[config.mk]
export PLATFORM = sky130hd
export DESIGN_NAME = scan_disk_head_scheduler
export DESIGN_NICKNAME = d
export VERILOG_FILES = /design/src/rtl/core/sdhs_pkg.sv /design/src/rtl/core/sdhs_cell.sv /design/src/rtl/core/sdhs_chain.sv /design/src/rtl/core/sdhs_div.sv /design/src/rtl/core/scan_disk_head_scheduler.sv
export SDC_FILE = /design/constraint.sdc
export NUM_CORES = 2
export LEC_CHECK = 0
export BUFFER_PORTS_ARGS = -buffer_cell sky130_fd_sc_hd__buf_2
export CORE_ASPECT_RATIO = 0.9
export CORE_UTILIZATION = 45
export DETAILED_ROUTE_END_ITERATION = 16
export GPL_TIMING_DRIVEN = 0
export PLACE_DENSITY = 0.7
export SYNTH_ARGS = -nofsm -noshare
export SYNTH_HDL_FRONTEND = slang
export SYNTH_SLANG_ARGS = --single-unit
[constraint.sdc]
create_clock -name clk -period 20.2 [get_ports clk]
set_input_delay 5.05 -clock clk [delete_from_list [all_inputs] [get_ports clk]]
set_output_delay 5.05 -clock clk [all_outputs]
set_load 0.03 [all_outputs]
[src/rtl/core/sdhs_pkg.sv]
// Shared constants, types and cell operation codes for the SCAN disk head scheduler.
`timescale 1ns / 1ps
`default_nettype none

package sdhs_pkg;

    // Default sizing of the request store and of cylinder numbers.
    localparam int DEF_MAX_REQUESTS  = 32;
    localparam int DEF_POSITION_BITS = 16;

    // Width of the running seek total and of the average.
    localparam int TOTAL_W = 22;

    // Configuration port layout.
    localparam int CFG_W       = 16;
    localparam int CFG_INDEX_W = 1;

    localparam logic [CFG_INDEX_W-1:0] CFG_END_POSITION   = 1'd0;
    localparam logic [CFG_INDEX_W-1:0] CFG_START_POSITION = 1'd1;

    localparam logic [CFG_W-1:0] END_POSITION_RESET   = 16'd199;
    localparam logic [CFG_W-1:0] START_POSITION_RESET = 16'd0;

    // Operation applied to every cell of a chain in the same cycle.
    typedef logic [1:0] cell_op_t;

    localparam cell_op_t OP_HOLD       = 2'd0;
    localparam cell_op_t OP_INSERT     = 2'd1;
    localparam cell_op_t OP_PUSH       = 2'd2;
    localparam cell_op_t OP_SHIFT_DOWN = 2'd3;

endpackage

`default_nettype wire

[src/rtl/core/sdhs_cell.sv]
// One cell of a request chain: holds a single cylinder value and its valid flag.
`timescale 1ns / 1ps
`default_nettype none

module sdhs_cell
    import sdhs_pkg::*;
#(
    parameter int WIDTH = DEF_POSITION_BITS
)
(
    input  wire logic             clk,
    input  wire logic             rst_n,
    input  wire cell_op_t         op,
    input  wire logic [WIDTH-1:0] new_value,
    input  wire logic [WIDTH-1:0] lower_value,
    input  wire logic             lower_valid,
    input  wire logic             lower_greater,
    input  wire logic [WIDTH-1:0] upper_value,
    input  wire logic             upper_valid,
    output logic [WIDTH-1:0]      value,
    output logic                  valid,
    output logic                  greater
);

    logic [WIDTH-1:0] value_reg;
    logic [WIDTH-1:0] value_next;
    logic             valid_reg;
    logic             valid_next;

    // An empty cell counts as greater than any new value.
    assign greater = !valid_reg || (value_reg > new_value);
    assign value   = value_reg;
    assign valid   = valid_reg;

    // Insertion keeps values not greater than the new one in place and moves the rest up by one cell.
    always_comb
    begin
        value_next = value_reg;
        valid_next = valid_reg;
        unique case (op)
            OP_HOLD:
            begin
                value_next = value_reg;
            end
            OP_INSERT:
            begin
                if (greater)
                begin
                    value_next = lower_greater ? lower_value : new_value;
                    valid_next = valid_reg | lower_valid;
                end
            end
            OP_PUSH:
            begin
                value_next = lower_value;
                valid_next = lower_valid;
            end
            OP_SHIFT_DOWN:
            begin
                value_next = upper_value;
                valid_next = upper_valid;
            end
        endcase
    end

    always_ff @(posedge clk or negedge rst_n)
    begin
        if (!rst_n)
        begin
            valid_reg <= 1'b0;
        end
        else
        begin
            valid_reg <= valid_next;
        end
    end

    always_ff @(posedge clk)
    begin
        value_reg <= value_next;
    end

endmodule

`default_nettype wire

[src/rtl/core/sdhs_chain.sv]
// Row of cells that forms a sorted request store or a last-in first-out stack.
`timescale 1ns / 1ps
`default_nettype none

module sdhs_chain
    import sdhs_pkg::*;
#(
    parameter int DEPTH = DEF_MAX_REQUESTS,
    parameter int WIDTH = DEF_POSITION_BITS
)
(
    input  wire logic             clk,
    input  wire logic             rst_n,
    input  wire cell_op_t         op,
    input  wire logic [WIDTH-1:0] new_value,
    output logic [WIDTH-1:0]      head_value,
    output logic                  head_valid
);

    logic [WIDTH-1:0] cell_value   [DEPTH];
    logic             cell_valid   [DEPTH];
    logic             cell_greater [DEPTH];

    // Each cell sees its lower and upper neighbour; the ends see the new value or an empty cell.
    for (genvar i = 0; i < DEPTH; i++)
    begin : g_cell
        logic [WIDTH-1:0] lower_value;
        logic             lower_valid;
        logic             lower_greater;
        logic [WIDTH-1:0] upper_value;
        logic             upper_valid;

        if (i == 0)
        begin : g_first
            assign lower_value   = new_value;
            assign lower_valid   = 1'b1;
            assign lower_greater = 1'b0;
        end
        else
        begin : g_inner_low
            assign lower_value   = cell_value[i-1];
            assign lower_valid   = cell_valid[i-1];
            assign lower_greater = cell_greater[i-1];
        end

        if (i == DEPTH - 1)
        begin : g_last
            assign upper_value = '0;
            assign upper_valid = 1'b0;
        end
        else
        begin : g_inner_high
            assign upper_value = cell_value[i+1];
            assign upper_valid = cell_valid[i+1];
        end

        sdhs_cell #(
            .WIDTH (WIDTH)
        ) u_cell (
            .clk           (clk),
            .rst_n         (rst_n),
            .op            (op),
            .new_value     (new_value),
            .lower_value   (lower_value),
            .lower_valid   (lower_valid),
            .lower_greater (lower_greater),
            .upper_value   (upper_value),
            .upper_valid   (upper_valid),
            .value         (cell_value[i]),
            .valid         (cell_valid[i]),
            .greater       (cell_greater[i])
        );
    end

    assign head_value = cell_value[0];
    assign head_valid = cell_valid[0];

endmodule

`default_nettype wire

[src/rtl/core/sdhs_div.sv]
// Restoring divider for the average seek, one quotient bit per cycle.
`timescale 1ns / 1ps
`default_nettype none

module sdhs_div
#(
    parameter int DIVIDEND_W = 22,
    parameter int DIVISOR_W  = 6
)
(
    input  wire logic                  clk,
    input  wire logic                  rst_n,
    input  wire logic                  start,
    input  wire logic [DIVIDEND_W-1:0] dividend,
    input  wire logic [DIVISOR_W-1:0]  divisor,
    output logic                       done,
    output logic [DIVIDEND_W-1:0]      quotient
);

    localparam int STEP_W = $clog2(DIVIDEND_W);
    localparam logic [STEP_W-1:0] LAST_STEP = STEP_W'(DIVIDEND_W - 1);

    logic                  busy_reg;
    logic                  done_reg;
    logic [STEP_W-1:0]     step_reg;
    logic [DIVISOR_W-1:0]  rem_reg;
    logic [DIVIDEND_W-1:0] quo_reg;
    logic [DIVISOR_W-1:0]  divisor_reg;

    logic [DIVISOR_W:0]    rem_shift;
    logic [DIVISOR_W:0]    rem_sub;
    logic                  fits;

    // One restoring step: bring down the next dividend bit and try a subtract.
    assign rem_shift = {rem_reg, quo_reg[DIVIDEND_W-1]};
    assign fits      = rem_shift >= {1'b0, divisor_reg};
    assign rem_sub   = rem_shift - {1'b0, divisor_reg};

    assign done     = done_reg;
    assign quotient = quo_reg;

    always_ff @(posedge clk or negedge rst_n)
    begin
        if (!rst_n)
        begin
            busy_reg <= 1'b0;
            done_reg <= 1'b0;
            step_reg <= '0;
        end
        else
        begin
            done_reg <= 1'b0;
            if (start)
            begin
                busy_reg <= 1'b1;
                step_reg <= '0;
            end
            else if (busy_reg)
            begin
                step_reg <= step_reg + 1'b1;
                if (step_reg == LAST_STEP)
                begin
                    busy_reg <= 1'b0;
                    done_reg <= 1'b1;
                end
            end
        end
    end

    always_ff @(posedge clk)
    begin
        if (start)
        begin
            rem_reg     <= '0;
            quo_reg     <= dividend;
            divisor_reg <= divisor;
        end
        else if (busy_reg)
        begin
            rem_reg <= fits ? rem_sub[DIVISOR_W-1:0] : rem_shift[DIVISOR_W-1:0];
            quo_reg <= {quo_reg[DIVIDEND_W-2:0], fits};
        end
    end

endmodule

`default_nettype wire

[src/rtl/core/scan_disk_head_scheduler.sv]
// Requests load into a sorted chain of cells; while there is room, each is inserted as it is accepted.
// After the marked request, each request below the head is pushed onto a stack, the turn after
// the upward sweep passes through an idle step, and each move beat is issued when the output is free.
// The final move is held back while the bit-serial divider works out the average.
// One request is taken per cycle while loading; no request is taken while a schedule runs.
// Reset: control, counts and valid flags clear; end position is 199 and start position 0.
`timescale 1ns / 1ps
`default_nettype none

module scan_disk_head_scheduler
    import sdhs_pkg::*;
#(
    parameter int MAX_REQUESTS  = DEF_MAX_REQUESTS,
    parameter int POSITION_BITS = DEF_POSITION_BITS
)
(
    input  wire logic                   clk,
    input  wire logic                   rst_n,
    // Configuration write port.
    input  wire logic                   cfg_we,
    input  wire logic [CFG_INDEX_W-1:0] cfg_index,
    input  wire logic [CFG_W-1:0]       cfg_data,
    // Request stream.
    input  wire logic                   s_tvalid,
    output logic                        s_tready,
    // s_tdata fields from bit 0: request_position.
    input  wire logic [((POSITION_BITS + 7) / 8) * 8 - 1:0] s_tdata,
    input  wire logic                   s_tlast,
    // Move stream.
    output logic                        m_tvalid,
    input  wire logic                   m_tready,
    // m_tdata fields from bit 0: from_position, to_position, move_distance,
    // total_seek, average_seek.
    output logic [((3 * POSITION_BITS + 2 * TOTAL_W + 7) / 8) * 8 - 1:0] m_tdata,
    output logic                        m_tlast
);

    localparam int P          = POSITION_BITS;
    localparam int CNT_W      = $clog2(MAX_REQUESTS + 1);
    localparam int OUT_DATA_W = ((3 * P + 2 * TOTAL_W + 7) / 8) * 8;
    localparam logic [CNT_W-1:0] MAX_COUNT = CNT_W'(MAX_REQUESTS);

    localparam logic [2:0] ST_LOAD  = 3'd0;
    localparam logic [2:0] ST_DRAIN = 3'd1;
    localparam logic [2:0] ST_END   = 3'd2;
    localparam logic [2:0] ST_POP   = 3'd3;
    localparam logic [2:0] ST_DIV   = 3'd4;

    localparam logic [P+CFG_W-1:0] END_RESET_WIDE   = {{P{1'b0}}, END_POSITION_RESET};
    localparam logic [P+CFG_W-1:0] START_RESET_WIDE = {{P{1'b0}}, START_POSITION_RESET};

    // Configuration registers.
    logic [P-1:0]       end_reg;
    logic [P-1:0]       start_reg;
    logic [P+CFG_W-1:0] cfg_wide;

    // Control state.
    logic [2:0]         state_reg;
    logic [2:0]         state_next;
    logic [CNT_W-1:0]   count_reg;
    logic [CNT_W-1:0]   count_next;
    logic [CNT_W-1:0]   n_reg;
    logic [CNT_W-1:0]   n_next;
    logic [CNT_W-1:0]   stack_cnt_reg;
    logic [CNT_W-1:0]   stack_cnt_next;
    logic [P-1:0]       head_reg;
    logic [P-1:0]       head_next;
    logic [P-1:0]       cur_reg;
    logic [P-1:0]       cur_next;
    logic [TOTAL_W-1:0] total_reg;
    logic [TOTAL_W-1:0] total_next;
    logic               out_valid_reg;
    logic               out_valid_next;

    // Output payload.
    logic [P-1:0]       out_from_reg;
    logic [P-1:0]       out_from_next;
    logic [P-1:0]       out_to_reg;
    logic [P-1:0]       out_to_next;
    logic [P-1:0]       out_dist_reg;
    logic [P-1:0]       out_dist_next;
    logic [TOTAL_W-1:0] out_total_reg;
    logic [TOTAL_W-1:0] out_total_next;
    logic [TOTAL_W-1:0] out_avg_reg;
    logic [TOTAL_W-1:0] out_avg_next;
    logic               out_last_reg;
    logic               out_last_next;

    // Chains, divider and move arithmetic.
    cell_op_t           sort_op;
    cell_op_t           stack_op;
    logic [P-1:0]       sort_head_value;
    logic               sort_head_valid;
    logic [P-1:0]       stack_head_value;
    logic               stack_head_valid;
    logic               div_start;
    logic               div_done;
    logic [TOTAL_W-1:0] div_quotient;

    logic               s_accept;
    logic               room;
    logic               out_free;
    logic [P-1:0]       batch_head;
    logic               emit;
    logic               emit_last;
    logic [P-1:0]       emit_to;
    logic [P-1:0]       emit_dist;
    logic [P+TOTAL_W-1:0] dist_wide;
    logic [TOTAL_W-1:0] emit_total;

    assign s_tready = (state_reg == ST_LOAD);
    assign s_accept = s_tvalid && s_tready;
    assign room     = (count_reg < MAX_COUNT);
    assign out_free = !out_valid_reg || m_tready;

    // The head never starts beyond the turn-around cylinder.
    assign batch_head = (start_reg > end_reg) ? end_reg : start_reg;

    // Configuration writes.
    assign cfg_wide = {{P{1'b0}}, cfg_data};

    always_ff @(posedge clk or negedge rst_n)
    begin
        if (!rst_n)
        begin
            end_reg   <= END_RESET_WIDE[P-1:0];
            start_reg <= START_RESET_WIDE[P-1:0];
        end
        else if (cfg_we)
        begin
            unique case (cfg_index)
                CFG_END_POSITION:   end_reg   <= cfg_wide[P-1:0];
                CFG_START_POSITION: start_reg <= cfg_wide[P-1:0];
            endcase
        end
    end

    // Sorted request store and the stack of requests below the head.
    sdhs_chain #(
        .DEPTH (MAX_REQUESTS),
        .WIDTH (P)
    ) u_sort_chain (
        .clk        (clk),
        .rst_n      (rst_n),
        .op         (sort_op),
        .new_value  (s_tdata[P-1:0]),
        .head_value (sort_head_value),
        .head_valid (sort_head_valid)
    );

    sdhs_chain #(
        .DEPTH (MAX_REQUESTS),
        .WIDTH (P)
    ) u_stack_chain (
        .clk        (clk),
        .rst_n      (rst_n),
        .op         (stack_op),
        .new_value  (sort_head_value),
        .head_value (stack_head_value),
        .head_valid (stack_head_valid)
    );

    sdhs_div #(
        .DIVIDEND_W (TOTAL_W),
        .DIVISOR_W  (CNT_W)
    ) u_div (
        .clk      (clk),
        .rst_n    (rst_n),
        .start    (div_start),
        .dividend (emit_total),
        .divisor  (n_reg),
        .done     (div_done),
        .quotient (div_quotient)
    );

    // Distance and running total of the move being issued.
    assign emit_dist  = (emit_to >= cur_reg) ? (emit_to - cur_reg) : (cur_reg - emit_to);
    assign dist_wide  = {{TOTAL_W{1'b0}}, emit_dist};
    assign emit_total = total_reg + dist_wide[TOTAL_W-1:0];
    assign div_start  = emit && emit_last;

    // Sequencer: load, sweep up, turn at the end, sweep down when requests were stacked, then the average.
    always_comb
    begin
        state_next     = state_reg;
        count_next     = count_reg;
        n_next         = n_reg;
        stack_cnt_next = stack_cnt_reg;
        head_next      = head_reg;
        cur_next       = cur_reg;
        total_next     = total_reg;
        out_valid_next = out_valid_reg && !m_tready;
        out_from_next  = out_from_reg;
        out_to_next    = out_to_reg;
        out_dist_next  = out_dist_reg;
        out_total_next = out_total_reg;
        out_avg_next   = out_avg_reg;
        out_last_next  = out_last_reg;
        sort_op        = OP_HOLD;
        stack_op       = OP_HOLD;
        emit           = 1'b0;
        emit_last      = 1'b0;
        emit_to        = '0;

        unique case (state_reg)
            ST_LOAD:
            begin
                if (s_accept)
                begin
                    if (room)
                    begin
                        sort_op    = OP_INSERT;
                        count_next = count_reg + 1'b1;
                    end
                    if (s_tlast)
                    begin
                        n_next     = count_reg + {{(CNT_W - 1){1'b0}}, room};
                        count_next = '0;
                        head_next  = batch_head;
                        cur_next   = batch_head;
                        total_next = '0;
                        state_next = ST_DRAIN;
                    end
                end
            end
            ST_DRAIN:
            begin
                if (!sort_head_valid)
                begin
                    state_next = ST_END;
                end
                else if (sort_head_value < head_reg)
                begin
                    sort_op        = OP_SHIFT_DOWN;
                    stack_op       = OP_PUSH;
                    stack_cnt_next = stack_cnt_reg + 1'b1;
                end
                else if (out_free)
                begin
                    emit    = 1'b1;
                    emit_to = (sort_head_value > end_reg) ? end_reg : sort_head_value;
                    sort_op = OP_SHIFT_DOWN;
                end
            end
            ST_END:
            begin
                if (out_free)
                begin
                    emit       = 1'b1;
                    emit_to    = end_reg;
                    emit_last  = (stack_cnt_reg == '0);
                    state_next = emit_last ? ST_DIV : ST_POP;
                end
            end
            ST_POP:
            begin
                if (out_free)
                begin
                    emit           = 1'b1;
                    emit_to        = stack_head_value;
                    stack_op       = OP_SHIFT_DOWN;
                    stack_cnt_next = stack_cnt_reg - 1'b1;
                    emit_last      = (stack_cnt_reg == CNT_W'(1));
                    if (emit_last)
                    begin
                        state_next = ST_DIV;
                    end
                end
            end
            ST_DIV:
            begin
                if (div_done)
                begin
                    out_avg_next   = (n_reg == '0) ? '0 : div_quotient;
                    out_valid_next = 1'b1;
                    total_next     = '0;
                    cur_next       = batch_head;
                    state_next     = ST_LOAD;
                end
            end
            default:
            begin
                state_next = ST_LOAD;
            end
        endcase

        // The final move is held back until its average is known.
        if (emit)
        begin
            out_from_next  = cur_reg;
            out_to_next    = emit_to;
            out_dist_next  = emit_dist;
            out_total_next = emit_total;
            out_avg_next   = '0;
            out_last_next  = emit_last;
            out_valid_next = !emit_last;
            cur_next       = emit_to;
            total_next     = emit_total;
        end
    end

    always_ff @(posedge clk or negedge rst_n)
    begin
        if (!rst_n)
        begin
            state_reg     <= ST_LOAD;
            count_reg     <= '0;
            n_reg         <= '0;
            stack_cnt_reg <= '0;
            head_reg      <= '0;
            cur_reg       <= '0;
            total_reg     <= '0;
            out_valid_reg <= 1'b0;
        end
        else
        begin
            state_reg     <= state_next;
            count_reg     <= count_next;
            n_reg         <= n_next;
            stack_cnt_reg <= stack_cnt_next;
            head_reg      <= head_next;
            cur_reg       <= cur_next;
            total_reg     <= total_next;
            out_valid_reg <= out_valid_next;
        end
    end

    always_ff @(posedge clk)
    begin
        out_from_reg  <= out_from_next;
        out_to_reg    <= out_to_next;
        out_dist_reg  <= out_dist_next;
        out_total_reg <= out_total_next;
        out_avg_reg   <= out_avg_next;
        out_last_reg  <= out_last_next;
    end

    // Output beat.
    assign m_tvalid = out_valid_reg;
    assign m_tlast  = out_last_reg;
    assign m_tdata  = OUT_DATA_W'({out_avg_reg, out_total_reg, out_dist_reg,
                                   out_to_reg, out_from_reg});

`ifndef NO_ASSERTIONS
    // No beat is offered while the average of the final move is being worked out.
    a_no_beat_in_div: assert property (@(posedge clk) disable iff (!rst_n)
        (state_reg == ST_DIV) |-> !m_tvalid)
        else $error("move beat offered during average division");

    // The turn-around move is issued only once the sorted store has fully drained.
    a_sort_empty_at_end: assert property (@(posedge clk) disable iff (!rst_n)
        (state_reg == ST_END) |-> !sort_head_valid)
        else $error("sorted store not empty at the turn-around");

    // The downward sweep always has a stacked request to serve.
    a_stack_filled_in_pop: assert property (@(posedge clk) disable iff (!rst_n)
        (state_reg == ST_POP) |-> (stack_head_valid && (stack_cnt_reg != '0)))
        else $error("downward sweep with an empty stack");

    // A new batch begins with an empty stack.
    a_stack_empty_in_load: assert property (@(posedge clk) disable iff (!rst_n)
        (state_reg == ST_LOAD) |-> (!stack_head_valid && (stack_cnt_reg == '0)))
        else $error("stack not empty while loading requests");

    // The divider finishes only while the sequencer waits for it.
    a_div_done_in_div: assert property (@(posedge clk) disable iff (!rst_n)
        div_done |-> (state_reg == ST_DIV))
        else $error("divider finished outside the average phase");
`endif

endmodule

`default_nettype wire
[Word-level counts from Yosys, hierarchy flattened]
Cells that the tools add are included.
Storage, ports and cells
  word-level logic and storage cells: 1048
  input bits: 39
  bits in registers: 1330
  output and inout bits: 99
Operators by class
  equal/unequal tests: 88
  magnitude comparators: 70
  bitwise operators: 65
  reduce and logical (&&, ||, !) cells: 283
  multiplexer cells: 383
  $add $sub $neg: 9
Operators by type and width (number)
  $pmux 16 s3: 65
  $mux 16: 138
  $gt 16x16->1: 66
  $reduce_and 2->1: 131
  $pmux 1 s3: 64
  $mux 22: 7
  $ne 2x2->1 const B: 69
  $mux 1: 80
  $logic_not 1->1: 67
  $logic_or 1x1->1: 65
  $or 1x1->1: 62
  $pmux 22 s2: 1
  $mux 6: 6
  $pmux 16 s2: 1
  $sub 16x16->16: 2
  $mux 3: 8
  $add 22x16->22: 1
  $ge 16x16->1: 1
  $lt 16x16->1: 1
  $pmux 3 s5: 1
  $add 6x1->6 const B: 2
  $logic_not 6->1: 2
  $pmux 6 s2: 1
  $mux 2: 5
  other kinds (29): 52

[Longest topological paths before layout]
  depth in word-level cells: 10
  gate-level depth with buffers: 34
  gate-level depth less buffers: 30

[Cells and area by module]
Synthesis repeated with hierarchy kept, for this count alone.
Second synthesis, totals
  cells, all modules: 11128
  area total of the unflattened synthesis: 104197.4 um^2
Modules (own cells, without submodules)
  sdhs_cell (u_sort_chain.g_cell[0].u_cell ...): times used 53, area each 1416.4 um^2, cells each 154
  sdhs_cell (u_stack_chain.g_cell[29].u_cell ...): times used 11, area each 1418.9 um^2, cells each 152
  scan_disk_head_scheduler: times used 1, area each 11499.8 um^2, cells each 1137
  sdhs_div: times used 1, area each 2008.2 um^2, cells each 153
  sdhs_chain: times used 2, area each 7.5 um^2, cells each 2

[Least setup slack after synthesis]
Ideal clock, no wire load.
  path kind: input to register
  start: in m_tready
  end: reg u_div.quo_reg[20] (netlist: u_div.quotient[20]) (data pin)
  required time: 19940 ps
  stages: 26
  slack: 9320 ps
  arrival time: 10620 ps
  buffers on the path: 5
  cells stage by stage: nor2b_1 -> nor2_2 -> buf_2 -> buf_2 -> clkbuf_1 -> a222oi_1 -> inv_1 -> ha_1 -> clkbuf_1 -> a21oi_1 -> o21ai_0 -> a21oi_1 -> o31a_1 -> a21oi_2 -> buf_2 -> mux2i_1 -> xnor2_1 -> ha_1 -> nor2b_1 -> o31a_1 -> o41a_1 -> a32oi_1 -> a41oi_1 -> nand4_1 -> xnor2_1 -> mux2_2
Between the ends
  cells in the longest elaborated chain, start to end: 9
RTL lines
  from (decl): line scan_disk_head_scheduler.sv:31  | input wire logic m_tready,
  $logic_or 1x1->1 *: line scan_disk_head_scheduler.sv:114  | assign out_free = !out_valid_reg || m_tready;
  $mux 16: line scan_disk_head_scheduler.sv:238  | else if (out_free)
  $mux 16: line scan_disk_head_scheduler.sv:232  | else if (sort_head_value < head_reg)
  $mux 16: line scan_disk_head_scheduler.sv:228  | if (!sort_head_valid)
  $pmux 16 s3 *: line scan_disk_head_scheduler.sv:205  | unique case (state_reg)
  net emit_to[5]: line scan_disk_head_scheduler.sv:106  | logic [P-1:0] emit_to;
  $ge 16x16->1 *: line scan_disk_head_scheduler.sv:177  | assign emit_dist = (emit_to >= cur_reg) ? (emit_to - cur_reg) : (cur_reg - emit_to);
  $mux 16 *: line scan_disk_head_scheduler.sv:177
  net emit_dist[2]: line scan_disk_head_scheduler.sv:107  | logic [P-1:0] emit_dist;
  $add 22x16->22 *: line scan_disk_head_scheduler.sv:179  | assign emit_total = total_reg + dist_wide[TOTAL_W-1:0];
  net emit_total[20]: line scan_disk_head_scheduler.sv:109  | logic [TOTAL_W-1:0] emit_total;
  $mux 22 *: line sdhs_div.sv:72  | if (start)
  to (signal assigned): line sdhs_div.sv:75  | quo_reg <= dividend;
  to (signal assigned): line sdhs_div.sv:81  | quo_reg <= {quo_reg[DIVIDEND_W-2:0], fits};
  to (decl): line sdhs_div.sv:27  | logic [DIVIDEND_W-1:0] quo_reg;
The timed path passes the listed nets; every way through them passes the cells marked *.
A chain may end at the register's enable or synchronous reset.

[Final worst setup path]
  start: in m_tready
  end: reg u_div.quo_reg[20] (netlist: u_div.quotient[20]) (data pin)
Between the ends
  cells in the longest elaborated chain, start to end: 9
RTL lines (line)
  $logic_or 1x1->1 *: scan_disk_head_scheduler.sv:114
  $mux 16: scan_disk_head_scheduler.sv:238
  $mux 16: scan_disk_head_scheduler.sv:232
  $mux 16: scan_disk_head_scheduler.sv:228
  $pmux 16 s3 *: scan_disk_head_scheduler.sv:205
  net emit_to[5]: scan_disk_head_scheduler.sv:106
  $sub 16x16->16 / $ge 16x16->1 (equally long branches): scan_disk_head_scheduler.sv:177
  $mux 16 *: scan_disk_head_scheduler.sv:177
  net emit_dist[7]: scan_disk_head_scheduler.sv:107
  $add 22x16->22 *: scan_disk_head_scheduler.sv:179
  net emit_total[20]: scan_disk_head_scheduler.sv:109
  $mux 22 *: sdhs_div.sv:72
Marks and branches as above.

==> flow_summary.toml <==
[global_routing]
overflow = 0
grt_max_degree = 93
grt_pass1_wl_mm = 481
grt_pass1_vias = 74631
antenna_found_initial = 10
grt.total_usage = 0.318

[cts]
h-tree-depth = 4
worstSkewPairLatency_ns = 0.83
post_cts_resized = 0
clkSinkCount = 1330
cts_tree = "yes"
root_buffer = "clkbuf_16"
cts_inserted_buffers = 152
path_clk_slew_ns = 0.06
cts_setup_buffers = 0
hold_buffers = 0
cts.path.max_buffers = 3

[routing]
wl_per_cell_um = 27.6
wl_mm = 329
routed_via_density = 6.56
dr.pass1.iters = 9
ant_nets = 0
drtIter0Drc = 11611
num_vias = 78339
drc = 0

[min_path]
hold_path_depth = 1
hp-class = "reg2reg"
hold_start = "stack_cnt_reg[5]"
min_to = "stack_cnt_reg[5]"

[synthesis]
synth_area_leaders = "edfxtp_1 38%, ha_1 16%, mux2i_1 9.1%"
synth_edf_count = 1123
yosys.area.top_type = "edfxtp_1"
yosysSeqAreaShare = 0.432
syn_area_um2 = 89700
yosysTopAreaCellShare = 0.376
synth_warnings = 0
synth_seq_cells = 1330
syn_area_per_cell_um2 = 10.2
synth_cell_types = 89
synth_flop_cell = "edfxtp_1"
synthTopCellsByCount = "1,305 x nand2_1, 1,219 x o21ai_0, 1,123 x edfxtp_1"
async_flop_share = 0.135
synth_most_common_cell = "nand2_1"
synth_cells = 8809

[placed_design]
hpwl_mm = 245
portBuffers = 118
dp_slack_ns = 6.71
gp_congestion = 0.980
dpl_cell_area_um2 = 94500

[worst_setup_path]
crit_arrival_ns = 13.60
rr_endpoint = "u_div.quotient[20]"
cpLargestDelayFamily = "compound AO/OA/AOI/OAI gates"
slowest_delay_ns = 0.85
rrSetupSlack_ns = 9.19
reg2reg_depth = 31
r2r-start = "u_sort_chain.g_cell[0].u_cell.value[0]"
worst_ep_required_time_ns = 20.76
end_kind = "flip-flop"
crit_buf_inv = 7
path_max_fanout = 10
crit_path_start_kind = "input pin"
slowest_stage = "clkbuf_1"
critPathKind = "in2reg"

[finish]
final_net_count = 10291
seqCellArea_um2 = 38800
fillers = 17804
syn_to_final_growth_pct = 10.9
drive_gt1_frac = 0.0743
multiInputGateArea_um2 = 47400
final_area_um2 = 99500

[floorplanning]
boundaryPins = 138
die_w_um = 473
rows = 155
start_util = 0.452
coreArea_um2 = 198000
dieArea_um2 = 201000
die_h_um = 425

[timing]
finalSetupViolations = 0
slew_viol_final = 203
fmax_mhz = 76.7
setup_tns_ns = 0
postLayoutSetupSlackWorst_ns = 7.17
rsz0062_at_grt = "false"
skew_ns = 0.0388
post-route-period-util = 0.645
post-route-min-period_ns = 13.03
tightest_slew_ns = 1.64
relSlewSlack = -0.0910
hold_violations = 0

[job]
max-cap-violations = 16

[outcome]
violations = "capacitance limit, slew limit"
status = "finished, violations left"
[area by class of cell]
cell class	count	share of cell area
flip-flops and latches	1330	0.390
clock buffers	203	0.0429
diodes	10	0.000252
plain buffers	536	0.0242
multi-input cells	6654	0.477
repair buffers	166	0.0145
well taps	2669	0.0336
inverters	292	0.0110
clock inverters	74	0.00709
[cells by family after synthesis]
logic type,share of synthesized area
compound gates,0.164
xor+xnor,0.00488
flops,0.432
simple gates,0.108
mux,0.0943
other cells,0.0000418
fa+ha+maj,0.157
buf+inv,0.0390
[routing by layer]
layer | GRT usage | vias up | part of all wire
met1 | 0.447 | 38034 | 0.41
li1 | - | 33840 | -
met3 | 0.0833 | 903 | 0.13
met4 | 0.147 | 2 | 0.050
met5 | 0 | - | 0.000040
met2 | 0.454 | 5560 | 0.41
[cell usage in the layout, fill, tap and decap left out, types with 27 or more instances in the layout]
master / synthesis / final
a21o_1: 133 / 133
nand3_1: 151 / 151
dfxtp_1: 28 / 28
buf_2: 149 / 266
dfrtp_1: 174 / 174
nor2_1: 249 / 249
ha_1: 1116 / 1116
o21ai_0: 1219 / 1204
a22o_1: 47 / 47
a2111oi_0: 27 / 27
nor2b_1: 62 / 62
and4_1: 33 / 33
o221ai_1: 28 / 28
nand4_1: 160 / 160
a21oi_1: 402 / 402
o21ai_1: 13 / 27
inv_1: 288 / 258
nor3_1: 62 / 62
inv_2: 1 / 31
a211oi_1: 57 / 57
buf_12: 0 / 30
o31ai_1: 40 / 40
clkbuf_16: 0 / 161
clkbuf_1: 314 / 339
mux2i_1: 817 / 817
nor4_1: 69 / 69
buf_4: 29 / 37
nand2_1: 1305 / 1305
a221o_1: 35 / 35
o21a_1: 55 / 55
edfxtp_1: 1123 / 1123
buf_1: 32 / 32
nand2b_1: 37 / 37
a22oi_1: 149 / 149
o211ai_1: 58 / 58
[worst max path at each step]
stage	slack [ns]	depth (start not counted)	end	start
global route	7.01	27	u_div.quotient[20]	m_tready
global placement	6.81	28	u_div.quotient[20]	m_tready
floorplan	9.32	26	u_div.quotient[20]	m_tready
detailed placement	6.71	27	u_div.quotient[20]	m_tready
finish	7.17	27	u_div.quotient[20]	m_tready
CTS	7.58	27	u_div.quotient[20]	m_tready
[per-stage QoR]
step           cells  utilization  hold slack (ns)
6_report       11934        0.502            0.467
2_1_floorplan   8812            -            0.425
3_5_place_dp   11647        0.477            0.460
3_3_place_gp   11599        0.472            0.446
5_1_grt        11924        0.502            0.483
4_1_cts        11924        0.502            0.469
Power is not shown: default switching activity piles up to over one toggle a cycle in this logic, so the estimate is an artifact.
